`src/rtl/fat12_pkg.sv`:
```
// ----------------------------------------------------------------------------
// FAT12 cluster table package
// Shared codes, constants, types and entry packing helpers for the FAT12
// cluster table engine.
// ----------------------------------------------------------------------------
package fat12_pkg;

   // Operation codes carried in the mode field.
   localparam logic [2:0] MODE_LOAD  = 3'd0;
   localparam logic [2:0] MODE_READ  = 3'd1;
   localparam logic [2:0] MODE_NEXT  = 3'd2;
   localparam logic [2:0] MODE_SET   = 3'd3;
   localparam logic [2:0] MODE_ALLOC = 3'd4;
   localparam logic [2:0] MODE_FREE  = 3'd5;

   // Status codes of a result word.
   localparam logic [1:0] STATUS_OK   = 2'd0;
   localparam logic [1:0] STATUS_FULL = 2'd1;
   localparam logic [1:0] STATUS_LOOP = 2'd2;

   // Entry values and cluster limits.
   localparam logic [11:0] ENTRY_FREE    = 12'h000;
   localparam logic [11:0] ENTRY_EOC     = 12'hFFF;
   localparam logic [11:0] ENTRY_RSV_MIN = 12'hFF8;
   localparam logic [11:0] CLUSTER_FIRST = 12'd2;
   localparam logic [12:0] LIMIT_RESET   = 13'd2849;
   localparam logic [12:0] LIMIT_MAX     = 13'd4096;

   // Access to the packed table: a byte pair read and a masked byte pair write.
   typedef struct packed {
      logic [12:0] rd_addr;
      logic [12:0] wr_addr;
      logic [15:0] wr_data;
      logic [1:0]  wr_mask;
   } store_req_type;

   // One result word.
   typedef struct packed {
      logic [11:0] entry_out;
      logic [7:0]  byte_out;
      logic [12:0] freed_count;
      logic [1:0]  status;
   } result_type;

   // Byte offset of an entry: c + c/2.
   function automatic logic [12:0] ent_off(input logic [11:0] c);
      ent_off = {1'b0, c} + {2'b00, c[11:1]};
   endfunction

   // Entry value out of its little-endian byte pair.
   function automatic logic [11:0] ent_get(input logic odd, input logic [15:0] w);
      ent_get = odd ? w[15:4] : w[11:0];
   endfunction

   // Byte pair with a new entry value, keeping the neighbor's nibble.
   function automatic logic [15:0] ent_merge(input logic odd, input logic [15:0] w,
                                             input logic [11:0] v);
      ent_merge = odd ? {v, w[3:0]} : {w[15:12], v};
   endfunction

   // Cluster that continues a chain.
   function automatic logic in_chain(input logic [11:0] c);
      in_chain = (c >= CLUSTER_FIRST) && (c < ENTRY_RSV_MIN);
   endfunction

endpackage

```
`src/rtl/fat12_req_if.sv`:
```
// ----------------------------------------------------------------------------
// FAT12 request channel
// Valid/ready channel that carries one operation word into the engine.
// ----------------------------------------------------------------------------
interface fat12_req_if;
   logic        valid;
   logic        ready;
   logic [2:0]  mode;
   logic [11:0] cluster;
   logic [11:0] entry_in;
   logic [12:0] byte_index;
   logic [7:0]  byte_in;

   modport source (output valid, mode, cluster, entry_in, byte_index, byte_in,
                   input ready);
   modport sink (input valid, mode, cluster, entry_in, byte_index, byte_in,
                 output ready);
endinterface

```
`src/rtl/fat12_ctrl.sv`:
```
// ----------------------------------------------------------------------------
// FAT12 table sequencer
// Accepts one operation word at a time and drives the table store through
// read, modify and write steps: byte access, entry access, allocation scan
// and chain free.
// ----------------------------------------------------------------------------
module fat12_ctrl
   import fat12_pkg::*;
(
   input  logic          clock,
   input  logic          reset,
   fat12_req_if.sink     req_chan,
   input  logic [12:0]   lim,
   input  logic [12:0]   bound,
   input  logic          out_free,
   output logic          out_load,
   output result_type    out_data,
   output store_req_type sreq,
   input  logic [15:0]   rd_data
);

   typedef enum logic [7:0] {
      S_IDLE = 8'b0000_0001,
      S_BYTE = 8'b0000_0010,
      S_NEXT = 8'b0000_0100,
      S_SET  = 8'b0000_1000,
      S_SCAN = 8'b0001_0000,
      S_LINK = 8'b0010_0000,
      S_FREE = 8'b0100_0000,
      S_HOLD = 8'b1000_0000
   } state_type;

   state_type   state_ff, state_in;
   logic [11:0] cl_ff, cl_in;
   logic [11:0] ein_ff, ein_in;
   logic [11:0] c_ff, c_in;
   logic [12:0] issue_ff, issue_in;
   logic        chk_vld_ff, chk_vld_in;
   logic [12:0] fc_ff, fc_in;
   result_type  res_ff, res_in;

   logic        done;
   result_type  res;
   logic [11:0] ent;
   logic [12:0] fc_next;

   assign req_chan.ready = (state_ff == S_IDLE);

   // Next state, store access and result of the current step.
   always_comb begin
      state_in   = state_ff;
      cl_in      = cl_ff;
      ein_in     = ein_ff;
      c_in       = c_ff;
      issue_in   = issue_ff;
      chk_vld_in = chk_vld_ff;
      fc_in      = fc_ff;
      res_in     = res_ff;
      sreq       = '0;
      done       = 1'b0;
      res        = '0;
      out_load   = 1'b0;
      out_data   = res_ff;
      ent        = ent_get(c_ff[0], rd_data);
      fc_next    = fc_ff + 13'd1;

      case (state_ff)
         S_IDLE: begin
            if (req_chan.valid) begin
               case (req_chan.mode)
                  MODE_LOAD: begin
                     sreq.wr_addr = req_chan.byte_index;
                     sreq.wr_data = {8'h00, req_chan.byte_in};
                     sreq.wr_mask = 2'b01;
                     done         = 1'b1;
                  end
                  MODE_READ: begin
                     sreq.rd_addr = req_chan.byte_index;
                     state_in     = S_BYTE;
                  end
                  MODE_NEXT: begin
                     sreq.rd_addr = ent_off(req_chan.cluster);
                     cl_in        = req_chan.cluster;
                     state_in     = S_NEXT;
                  end
                  MODE_SET: begin
                     sreq.rd_addr = ent_off(req_chan.cluster);
                     cl_in        = req_chan.cluster;
                     ein_in       = req_chan.entry_in;
                     state_in     = S_SET;
                  end
                  MODE_ALLOC: begin
                     cl_in      = req_chan.cluster;
                     issue_in   = {1'b0, CLUSTER_FIRST};
                     chk_vld_in = 1'b0;
                     state_in   = S_SCAN;
                  end
                  MODE_FREE: begin
                     c_in  = req_chan.cluster;
                     fc_in = '0;
                     if (!in_chain(req_chan.cluster)) begin
                        done = 1'b1;
                     end else if (bound == '0) begin
                        res.status = STATUS_LOOP;
                        done       = 1'b1;
                     end else begin
                        sreq.rd_addr = ent_off(req_chan.cluster);
                        state_in     = S_FREE;
                     end
                  end
                  default: begin
                     done = 1'b1;
                  end
               endcase
            end
         end
         S_BYTE: begin
            res.byte_out = rd_data[7:0];
            done         = 1'b1;
         end
         S_NEXT: begin
            res.entry_out = ent_get(cl_ff[0], rd_data);
            done          = 1'b1;
         end
         S_SET: begin
            sreq.wr_addr = ent_off(cl_ff);
            sreq.wr_data = ent_merge(cl_ff[0], rd_data, ein_ff);
            sreq.wr_mask = 2'b11;
            done         = 1'b1;
         end
         S_SCAN: begin
            // One entry checked per cycle while the next one is being read.
            if (chk_vld_ff && (ent == ENTRY_FREE)) begin
               sreq.wr_addr = ent_off(c_ff);
               sreq.wr_data = ent_merge(c_ff[0], rd_data, ENTRY_EOC);
               sreq.wr_mask = 2'b11;
               if (cl_ff != '0) begin
                  sreq.rd_addr = ent_off(cl_ff);
                  state_in     = S_LINK;
               end else begin
                  res.entry_out = c_ff;
                  done          = 1'b1;
               end
            end else if (issue_ff < lim) begin
               sreq.rd_addr = ent_off(issue_ff[11:0]);
               c_in         = issue_ff[11:0];
               chk_vld_in   = 1'b1;
               issue_in     = issue_ff + 13'd1;
            end else begin
               res.status = STATUS_FULL;
               done       = 1'b1;
            end
         end
         S_LINK: begin
            sreq.wr_addr  = ent_off(cl_ff);
            sreq.wr_data  = ent_merge(cl_ff[0], rd_data, c_ff);
            sreq.wr_mask  = 2'b11;
            res.entry_out = c_ff;
            done          = 1'b1;
         end
         S_FREE: begin
            // Clear the current entry and read the next one in the same cycle.
            if (ent == ENTRY_FREE) begin
               res.freed_count = fc_ff;
               res.status      = STATUS_LOOP;
               done            = 1'b1;
            end else begin
               sreq.wr_addr = ent_off(c_ff);
               sreq.wr_data = ent_merge(c_ff[0], rd_data, ENTRY_FREE);
               sreq.wr_mask = 2'b11;
               fc_in        = fc_next;
               c_in         = ent;
               if (!in_chain(ent)) begin
                  res.freed_count = fc_next;
                  done            = 1'b1;
               end else if (fc_next >= bound) begin
                  res.freed_count = fc_next;
                  res.status      = STATUS_LOOP;
                  done            = 1'b1;
               end else begin
                  sreq.rd_addr = ent_off(ent);
               end
            end
         end
         S_HOLD: begin
            out_load = out_free;
            if (out_free) begin
               state_in = S_IDLE;
            end
         end
         default: begin
            state_in = S_IDLE;
         end
      endcase

      // Hand the finished word to the output register, or park it.
      if (done) begin
         if (out_free) begin
            out_load = 1'b1;
            out_data = res;
            state_in = S_IDLE;
         end else begin
            res_in   = res;
            state_in = S_HOLD;
         end
      end
   end

   // Control state.
   always_ff @(posedge clock) begin
      if (reset) begin
         state_ff   <= S_IDLE;
         chk_vld_ff <= 1'b0;
      end else begin
         state_ff   <= state_in;
         chk_vld_ff <= chk_vld_in;
      end
   end

   // Operands and the parked result.
   always_ff @(posedge clock) begin
      cl_ff    <= cl_in;
      ein_ff   <= ein_in;
      c_ff     <= c_in;
      issue_ff <= issue_in;
      fc_ff    <= fc_in;
      res_ff   <= res_in;
   end

   // A word is only pushed into a free output register.
   a_load_free: assert property (@(posedge clock) disable iff (reset)
      out_load |-> out_free)
      else $error("result pushed into an occupied output register");

   // A parked result never touches the table.
   a_hold_no_write: assert property (@(posedge clock) disable iff (reset)
      (state_ff == S_HOLD) |-> (sreq.wr_mask == 2'b00))
      else $error("table written while a result is parked");

   // The allocation scan never checks the reserved clusters.
   a_scan_range: assert property (@(posedge clock) disable iff (reset)
      ((state_ff == S_SCAN) && chk_vld_ff) |-> (c_ff >= CLUSTER_FIRST))
      else $error("allocation scan checked a reserved cluster");

endmodule

```
`src/flat_wrapper.sv`:
```
// flat-port wrapper written by rule: the top's interface ports become plain ports
module fat12_ctrl_flat import fat12_pkg::*;
  (clock, reset, lim, bound, out_free, out_load, out_data, sreq, rd_data, req_chan_valid, req_chan_mode, req_chan_cluster, req_chan_entry_in, req_chan_byte_index, req_chan_byte_in, req_chan_ready);
  fat12_req_if req_chan_i ();
  input  logic clock;
  input  logic reset;
  input  logic [12:0] lim;
  input  logic [12:0] bound;
  input  logic out_free;
  output logic out_load;
  output result_type out_data;
  output store_req_type sreq;
  input  logic [15:0] rd_data;
  input wire logic [$bits(req_chan_i.valid)-1:0] req_chan_valid;
  input wire logic [$bits(req_chan_i.mode)-1:0] req_chan_mode;
  input wire logic [$bits(req_chan_i.cluster)-1:0] req_chan_cluster;
  input wire logic [$bits(req_chan_i.entry_in)-1:0] req_chan_entry_in;
  input wire logic [$bits(req_chan_i.byte_index)-1:0] req_chan_byte_index;
  input wire logic [$bits(req_chan_i.byte_in)-1:0] req_chan_byte_in;
  output wire logic [$bits(req_chan_i.ready)-1:0] req_chan_ready;
  assign req_chan_i.valid = req_chan_valid;
  assign req_chan_i.mode = req_chan_mode;
  assign req_chan_i.cluster = req_chan_cluster;
  assign req_chan_i.entry_in = req_chan_entry_in;
  assign req_chan_i.byte_index = req_chan_byte_index;
  assign req_chan_i.byte_in = req_chan_byte_in;
  assign req_chan_ready = req_chan_i.ready;
  fat12_ctrl u_core (.clock(clock), .reset(reset), .req_chan(req_chan_i), .lim(lim), .bound(bound), .out_free(out_free), .out_load(out_load), .out_data(out_data), .sreq(sreq), .rd_data(rd_data));
endmodule
```
`config.mk`:
```
export PLATFORM = sky130hd
export DESIGN_NAME = fat12_ctrl_flat
export DESIGN_NICKNAME = d
export VERILOG_FILES = /design/src/rtl/fat12_pkg.sv /design/src/rtl/fat12_req_if.sv /design/src/rtl/fat12_ctrl.sv /design/src/flat_wrapper.sv
export SDC_FILE = /design/constraint.sdc
export NUM_CORES = 1
export LEC_CHECK = 0
export CAP_MARGIN = 5
export CORE_MARGIN = 5
export CORE_UTILIZATION = 55
export CTS_CLUSTER_SIZE = 40
export DETAILED_ROUTE_END_ITERATION = 12
export DONT_BUFFER_PORTS = 1
export GPL_ROUTABILITY_DRIVEN = 0
export GPL_TIMING_DRIVEN = 1
export PLACE_DENSITY = 0.7
export SETUP_SLACK_MARGIN = 0.15
export SLEW_MARGIN = 20
export SYNTH_ARGS = -nofsm -noshare
export SYNTH_HDL_FRONTEND = slang
export SYNTH_SLANG_ARGS = --single-unit
```
`constraint.sdc`:
```
create_clock -name clock -period 8 [get_ports clock]
set_input_delay 0.8 -clock clock [delete_from_list [all_inputs] [get_ports clock]]
set_output_delay 0.8 -clock clock [all_outputs]
set_load 0.02 [all_outputs]
```
# --- After elaboration in Yosys (flattened, before gate mapping) ---
# Index checks and enable logic that the tools add are counted.
classes:
  n_addsub: 7
  n_lt_le_gt_ge: 6
  n_eq_ne: 27
  mux: 82
  bitwise: 1
  reduce_logical: 22
op_table:
  columns: ["cell", "n"]
  rows:
  - ["2-to-1 mux 13 bit", 16]
  - ["case mux 31 bit (5 select lines)", 1]
  - ["2-to-1 mux 12 bit", 9]
  - ["2-to-1 mux 44 bit", 2]
  - ["case mux 13 bit (3 select lines)", 2]
  - ["2-to-1 mux 8 bit", 9]
  - ["case mux 12 bit (3 select lines)", 2]
  - ["2-to-1 mux 35 bit", 2]
  - ["adder 12 x 11 -> 13 bit", 5]
  - ["2-to-1 mux 16 bit", 4]
  - ["2-to-1 mux 31 bit", 2]
  - ["case mux 13 bit (2 select lines)", 2]
  - ["case mux 8 bit (5 select lines)", 1]
  - ["case mux 8 bit (4 select lines)", 1]
  - ["2-to-1 mux 15 bit", 2]
  - ["adder 13 x 1 -> 13 bit (second input constant)", 2]
  - ["greater-or-equal comparator 12 x 2 -> 1 bit (second input constant)", 2]
  - ["less-than comparator 12 bit (second input constant)", 2]
  - ["2-to-1 mux 1 bit", 18]
  - ["greater-or-equal comparator 13 bit", 1]
  - ["zero test 13 bit", 1]
  - ["less-than comparator 13 bit", 1]
  - ["zero test 12 bit", 1]
  - ["nonzero test 12 bit", 1]
  - ["37 further kinds", 56]
word_totals:
  reg_bits: 106
  inputBits: 94
  word_cells: 156

# --- Longest topological paths before layout ---
# Gate-level depths: netlist of the first run.
depth:
  ltp_word: 8
  depth_mapped: 18

# --- Worst setup path after synthesis of the first run ---
# OpenSTA, ideal clock, no wires.
synth_path:
  path_type: "flip-flop to flip-flop"
  from: "register u_core.fc_ff[0]"
  to: "register u_core.res_ff[0] (netlist bit) (enable)"
  setup_ns: 0.427
  arrival_ns: 4.366
  setup_slack_ns: 3.207
  stages_incl_launch_ff: 18
  n_path_buf: 1
  period_less_slack_ns: 4.793
  cell_sequence: "edfxtp_1 -> ha_1 -> and3_1 -> and3_1 -> and3_1 -> clkbuf_1 -> nand3_1 -> xor2_1 -> inv_1 -> ha_1 -> nand4_1 -> o21ai_0 -> a31oi_1 -> o31a_1 -> nand2_1 -> nand2_1 -> and2_1 -> nor2_1"
synth_via:
  elab_chain_len: 7
synth_rtl:
  columns: ["element", "line_no", "rtl"]
  rows:
  - ["start: declaration", "fat12_ctrl.sv:39", "logic [12:0] fc_ff, fc_in;"]
  - ["start signal: assignment", "fat12_ctrl.sv:226", "fc_ff <= fc_in;"]
  - ["adder 13 x 1 -> 13 bit", "fat12_ctrl.sv:65", "fc_next = fc_ff + 13'd1;"]
  - ["net u_core.fc_next[12]", "fat12_ctrl.sv:45", "logic [12:0] fc_next;"]
  - ["greater-or-equal comparator 13 bit", "fat12_ctrl.sv:176", "end else if (fc_next >= bound) begin"]
  - ["2-to-1 mux 1 bit", "fat12_ctrl.sv:176", null]
  - ["2-to-1 mux 1 bit", "fat12_ctrl.sv:173", "if (!in_chain(ent)) begin"]
  - ["2-to-1 mux 1 bit", "fat12_ctrl.sv:163", "if (ent == ENTRY_FREE) begin"]
  - ["case mux 1 bit (4 select lines)", "fat12_ctrl.sv:67", "case (state_ff)"]
  - ["AND reduction 2 bit (no source line)", null, null]
  - ["end signal: assignment", "fat12_ctrl.sv:227", "res_ff <= res_in;"]
  - ["end: declaration", "fat12_ctrl.sv:40", "result_type res_ff, res_in;"]
# The timed path passes the listed nets, and every way through them passes these cells.
# A chain may end at the register's enable or synchronous reset.

==> metrics.yaml, run 1 <==
clocking:
  clk_latency_ps: 380
  clkTransAtPathRegs_ps: 90
  root_buffer: "clkbuf_16"
  postCtsSetupRepairBufs: 0
  htreeDepth: 3
  cts_tree: "done"
  cts_resized: 0
  cts_buffer_depth: 2
  holdBufCountCts: 0
  cts_buffers: 9
  cts_sinks: 106
floorplanning:
  die-height_um: 145
  ioPinCount: 175
  dieArea_um2: 21100
  core_um2: 18000
  num_rows: 49
  dieWidth_um: 145
  initial_core_util_pct: 55.9
power:
  ir_drop_v: 0.000137
  power.density_nw_per_um2: 180
  p_leak_nw: 4.37
placement:
  place_ws_ps: 2700
  io_buffers: 0
  dp_hpwl_mm: 25.6
  place_area_um2: 10300
sta:
  setup_ws_ps: 2360
  worst_slew_pin_slew_ps: 1030
  period_minus_slack_ps: 5640
  final_hold_viol_count: 0
  finalSetupViolations: 0
  rsz0062_at_grt: "false"
  relSlewSlack_pct: 31.0
  finalCritPeriodShare_pct: 70.6
  skew_ps: 19.3
  fin_setup_tns_ps: 0
  max_freq_ghz: 0.177
  slew_viol_final: 0
logic_synthesis:
  synth-edff-count: 97
  syn_inst: 1114
  synth_nets: 1328
  ys_warn_count: 0
  ys.flop_type: "edfxtp_1"
  synth.distinct_cells: 70
  yosys_register_bits: 106
  synth_top_area_share_pct: 28.9
  netlist_top_cells_area: "edfxtp_1, ha_1, nand2_1"
  synth_seq_area_share_pct: 30.7
  synth_top_area_cell: "edfxtp_1"
  synth_area_um2: 10100
  synthArstFlopShare_pct: 0
  syn_avg_cell_area_um2: 9.05
cells_and_area:
  nNetsFinal: 1312
  antenna_cells: 0
  fin_area_um2: 10600
  fill_cells: 1646
  drive_above_1_share_pct: 3.99
  syn2layout_area_growth_pct: 4.88
grt:
  overflow: 0
  grt_pass1_wl_mm: 48.8
  grt_max_degree: 37
  grt_usage_pct: 29.0
  antenna_found_initial: 1
  grt_pass1_vias: 8245
critical_path:
  critPathRequiredTime_ps: 7200
  crit_chain: "mux2i_1, ha_1, and4_1, nand2_1, nor2_1, nor2_1, o211ai_2, nor3_2, a21oi_4, buf_16, mux2_1"
  arrival_ps: 4840
  slowest_stage: "edfxtp_1"
  start_kind: "register"
  reg2reg_slack_ps: 3370
  crit_type: "reg -> out"
  worst_setup_path_end_kind: "primary output"
  slowest_delay_ps: 950
  reg2reg_from: "u_core.c_ff[0]$_DFFE_PP_"
  worstReg2RegEnd: "u_core.res_ff[7]$_DFFE_PP_"
  r2r_cells: 10
  crit_top_cell: "nor2_1"
  crit_fanout: 21
route:
  drc: 0
  ant_nets: 0
  post_drt_wl_per_cell_um: 24.0
  routed_wl_mm: 31.9
  vias: 8850
  drtPass1Iterations: 6
  routed_via_density: 6.65
  drtIter0Drc: 1053
run_status:
  status: "finished clean"
min_path:
  min_to: "u_core.chk_vld_ff$_SDFFE_PP0P_"
  hold_start: "reset"
  hold_class: "in -> reg"
  holdPathStages: 1
flow_run:
  cap_viol_max_count: 0
## how the worst max path moves through the flow
stage	cells past startpoint	endpoint	start	slack, ps
after floorplan	17	u_core.res_ff[0]$_DFFE_PP_	u_core.fc_ff[0]$_SDFFCE_PN0P_	3210
after global placement	10	out_data[24]	u_core.c_ff[0]$_DFFE_PP_	2860
after detailed placement	10	out_data[32]	u_core.c_ff[0]$_DFFE_PP_	2700
after CTS	10	out_data[32]	u_core.c_ff[0]$_DFFE_PP_	2270
after global routing	11	out_data[26]	u_core.c_ff[0]$_DFFE_PP_	2090
final	11	out_data[32]	u_core.c_ff[0]$_DFFE_PP_	2360
## Yosys cell counts, types with 22 or more instances
library cell,number
xor2_1,34
xnor2_1,39
mux2i_1,30
inv_1,84
nand2_1,99
edfxtp_1,97
nor2_1,96
ha_1,115
a21oi_1,58
mux2_1,30
a221o_1,26
o21ai_0,61
nor3_1,22
nand3_1,34
## layer usage
layer | up-vias | share of wire (%) | track usage [%]
li1 | 4078 | - | -
met1 | 4192 | 40 | 38.0
met2 | 477 | 43 | 43.7
met3 | 101 | 14 | 11.5
met4 | 2 | 3.9 | 10.2
met5 | - | 0.056 | 0
## layout make-up
class	count	area (um^2)	area share [%]
clock buffer	9	225	2.13
clock inverter	6	52.6	0.497
inverter	84	315	2.98
multi-input combinational	890	6530	61.8
sequential	106	3090	29.3
tap	229	287	2.71
timing repair buffer	7	70.1	0.663
## registers in the layout, indices dropped and copies added, names as in the netlist
| signal | count |
|---|---|
| u_core.res_ff | 35 |
| u_core.fc_ff | 13 |
| u_core.issue_ff | 13 |
| u_core.c_ff | 12 |
| u_core.cl_ff | 12 |
| u_core.ein_ff | 12 |
| u_core.state_ff | 8 |
| u_core.chk_vld_ff | 1 |
## worst max-delay path: cells and delay by family (launching register included)
kind,cells,cell delay (ps)
adder cells (fa/ha/maj),1,280
buffers and inverters,1,230
AND/OR/NAND/NOR,5,1350
multiplexers,2,1000
AO/OA/AOI/OAI,2,650
flip-flops,1,950
## kinds of logic (layout without fill, tap and decap cells)
group / Yosys count / in the layout / share of synthesized area, %
XOR/XNOR: 73 / 73 / 6.34
AND/OR/NAND/NOR: 348 / 348 / 16.6
adder cells (fa/ha/maj): 120 / 120 / 15.3
buffers and inverters: 118 / 106 / 4.69
AO/OA/AOI/OAI: 284 / 284 / 19.5
flip-flops: 106 / 106 / 30.7
multiplexers: 65 / 65 / 6.89
## power breakdown
group | switching (mW) | total, mW | leakage, nW | internal (mW)
clock network | 0.228 | 0.442 | 0.124 | 0.214
registers | 0.0490 | 0.713 | 0.970 | 0.664
logic | 0.483 | 0.749 | 3.28 | 0.266
## placed cells by master (no fill, tap or decap), types with 19 or more instances in the layout
| master | n |
|---|---|
| a221o_1 | 26 |
| mux2i_1 | 30 |
| xnor2_1 | 39 |
| nand3_1 | 34 |
| a21oi_1 | 58 |
| nor3_1 | 22 |
| mux2_1 | 30 |
| ha_1 | 115 |
| nor2_1 | 92 |
| edfxtp_1 | 97 |
| nand2_1 | 99 |
| inv_1 | 84 |
| a22oi_1 | 19 |
| and2_1 | 21 |
| o21ai_0 | 61 |
| xor2_1 | 34 |
## per-stage QoR
| step | hold slack [ps] | util, % | std cells | power [mW] |
|---|---|---|---|---|
| detailed placement | 470 | 56.9 | 1315 | 1.45 |
| CTS | 481 | 58.5 | 1330 | 1.89 |
| finish | 478 | 58.7 | 1331 | 1.90 |
| global placement | 456 | 56.9 | 1315 | 1.44 |
| global route | 480 | 58.7 | 1331 | 2.00 |
| floorplan | 439 | - | 1114 | 1.28 |
No activity file was read; power rests on OpenSTA's default activity.
==> run 2: changes to the inputs <==
==> constraint.sdc (replaced) <==
create_clock -name clock -period 5.2 [get_ports clock]
set_input_delay 0.52 -clock clock [delete_from_list [all_inputs] [get_ports clock]]
set_output_delay 0.52 -clock clock [all_outputs]
set_load 0.02 [all_outputs]
==> run 2 against run 1 <==
Net effect: die area stayed put; clock power is 57% higher; sequential power is 53% higher; clock-buffer cell count is 1 higher; sequential share of layout area is 0.32 points lower; final cell count is 0.98% higher; core utilization is 0.65 points higher; non-clock buffer count is 12 higher; critical endpoint is now out_data[14]; largest power group unchanged; highest routed layer unchanged.
==> metrics.yaml, run 2 (same netlist as run 1, synthesis figures left out) <==
power:
  power_mw: 2.96
  p_leak_nw: 4.45
  ir_drop_v: 0.000186
  power.density_nw_per_um2: 277
cells_and_area:
  drive_above_1_share_pct: 5.56
  largest_register_ffs: 35
  top_register: "u_core.res_ff"
  final_cell_mix: "ha_1, nand2_1, edfxtp_1, nor2_1, inv_1"
  fin_area_um2: 10700
  antenna_cells: 0
  final_common_cell: "ha_1"
  syn2layout_area_growth_pct: 6.04
  top_regs: "u_core.res_ff (35), u_core.fc_ff (13), u_core.issue_ff (13)"
  nNetsFinal: 1324
sta:
  worst_slew_pin_slew_ps: 1040
  skew_ps: 8.65
  finalCritPeriodShare_pct: 92.7
  period_minus_slack_ps: 4820
  slew_viol_final: 0
  max_freq_ghz: 0.208
  rsz0062_at_grt: "false"
  setup_ws_ps: 381
  final_hold_viol_count: 0
  relSlewSlack_pct: 30.8
  fin_setup_tns_ps: 0
  finalSetupViolations: 0
route:
  routed_wl_mm: 32.5
  routed_via_density: 6.63
  vias: 8909
  drtPass1Iterations: 6
  ant_nets: 0
  post_drt_wl_per_cell_um: 24.2
  drc: 0
  drtIter0Drc: 1019
critical_path:
  crit_end: "out_data[14]"
  arrival_ps: 4300
  crit_fanout: 7
  critPathRequiredTime_ps: 4680
  worst_setup_path_end_kind: "primary output"
  start_kind: "register"
  reg2reg_slack_ps: 810
  worstReg2RegEnd: "u_core.res_ff[30]$_DFFE_PP_"
  crit_type: "reg -> out"
  reg2reg_from: "u_core.fc_ff[0]$_SDFFCE_PN0P_"
  r2r_cells: 16
  worstSetupStartpoint: "u_core.fc_ff[0]$_SDFFCE_PN0P_"
grt:
  grt_pass1_wl_mm: 49.4
  grt_pass1_vias: 8393
  overflow: 0
  grt_max_degree: 36
  grt_usage_pct: 29.3
  antenna_found_initial: 1
clocking:
  root_buffer: "clkbuf_16"
  cts_buffers: 9
  cts_sinks: 106
  cts_tree: "done"
  holdBufCountCts: 0
  cts_buffer_depth: 2
  clkTransAtPathRegs_ps: 80
  htreeDepth: 3
  clk_latency_ps: 370
floorplanning:
  die-height_um: 145
  initial_core_util_pct: 55.9
  num_rows: 49
  dieArea_um2: 21100
  ioPinCount: 175
  dieWidth_um: 145
  core_um2: 18000
flow_run:
  cap_viol_max_count: 0
min_path:
  hold_class: "in -> reg"
run_status:
  status: "finished clean"
placement:
  place_area_um2: 10400
  io_buffers: 0
  dp_hpwl_mm: 25.9
  place_ws_ps: 626
[run 2: cell type report]
cell class / count / area (um^2)
timing repair buffer: 19 / 153
multi-input combinational: 890 / 6550
tap: 229 / 287
clock buffer: 10 / 229
clock inverter: 6 / 62.6
fill: 1604 / 7330
sequential: 106 / 3090
inverter: 84 / 315
[run 2: per-stage QoR]
step                instances  hold WS (ps)  util [%]
floorplan                1114           439         -
global placement         1327           449      57.4
detailed placement       1327           463      57.4
CTS                      1343           205      59.1
global route             1344           209      59.3
finish                   1344           209      59.3
[run 2: worst min path at each step]
stage,startpoint,end,slack (ps),depth (start not counted)
6_report,reset,u_core.chk_vld_ff$_SDFFE_PP0P_,210,1
5_1_grt,reset,u_core.chk_vld_ff$_SDFFE_PP0P_,210,1
4_1_cts,reset,u_core.chk_vld_ff$_SDFFE_PP0P_,200,1
3_5_place_dp,u_core.chk_vld_ff$_SDFFE_PP0P_,u_core.chk_vld_ff$_SDFFE_PP0P_,460,2
3_3_place_gp,u_core.chk_vld_ff$_SDFFE_PP0P_,u_core.chk_vld_ff$_SDFFE_PP0P_,450,2
2_1_floorplan,u_core.chk_vld_ff$_SDFFE_PP0P_,u_core.chk_vld_ff$_SDFFE_PP0P_,440,2
[run 2: per-layer routing]
layer / global-route usage [%] / wire length (um)
met4: 9.98 / 1180
met1: 38.9 / 13200
met5: 0 / 13
met3: 10.1 / 3880
met2: 44.9 / 14200
[run 2: repair_timing]
action,CTS,global route
gates resized for setup,0,12
buffers inserted,0,1
setup endpoints to repair,0,43
[run 2: power by group]
group,leakage (nW),switching (mW),total [mW],internal (mW)
registers,0.970,0.0704,1.09,1.02
logic,3.34,0.761,1.18,0.415
clock network,0.142,0.357,0.694,0.338
total,4.45,1.19,2.96,1.77
[run 2: worst max-delay path, cell delays in order (launching register included)]
cell	delay, ps
edfxtp_1	470
ha_1	300
and3_1	180
and3_1	220
and3_2	260
nand3_1	130
xor2_2	190
inv_1	70
ha_1	310
a21oi_1	160
o21ai_0	100
a31oi_1	150
o31a_1	290
nand2_1	150
nand2_1	240
o21ai_0	240
mux2_1	470
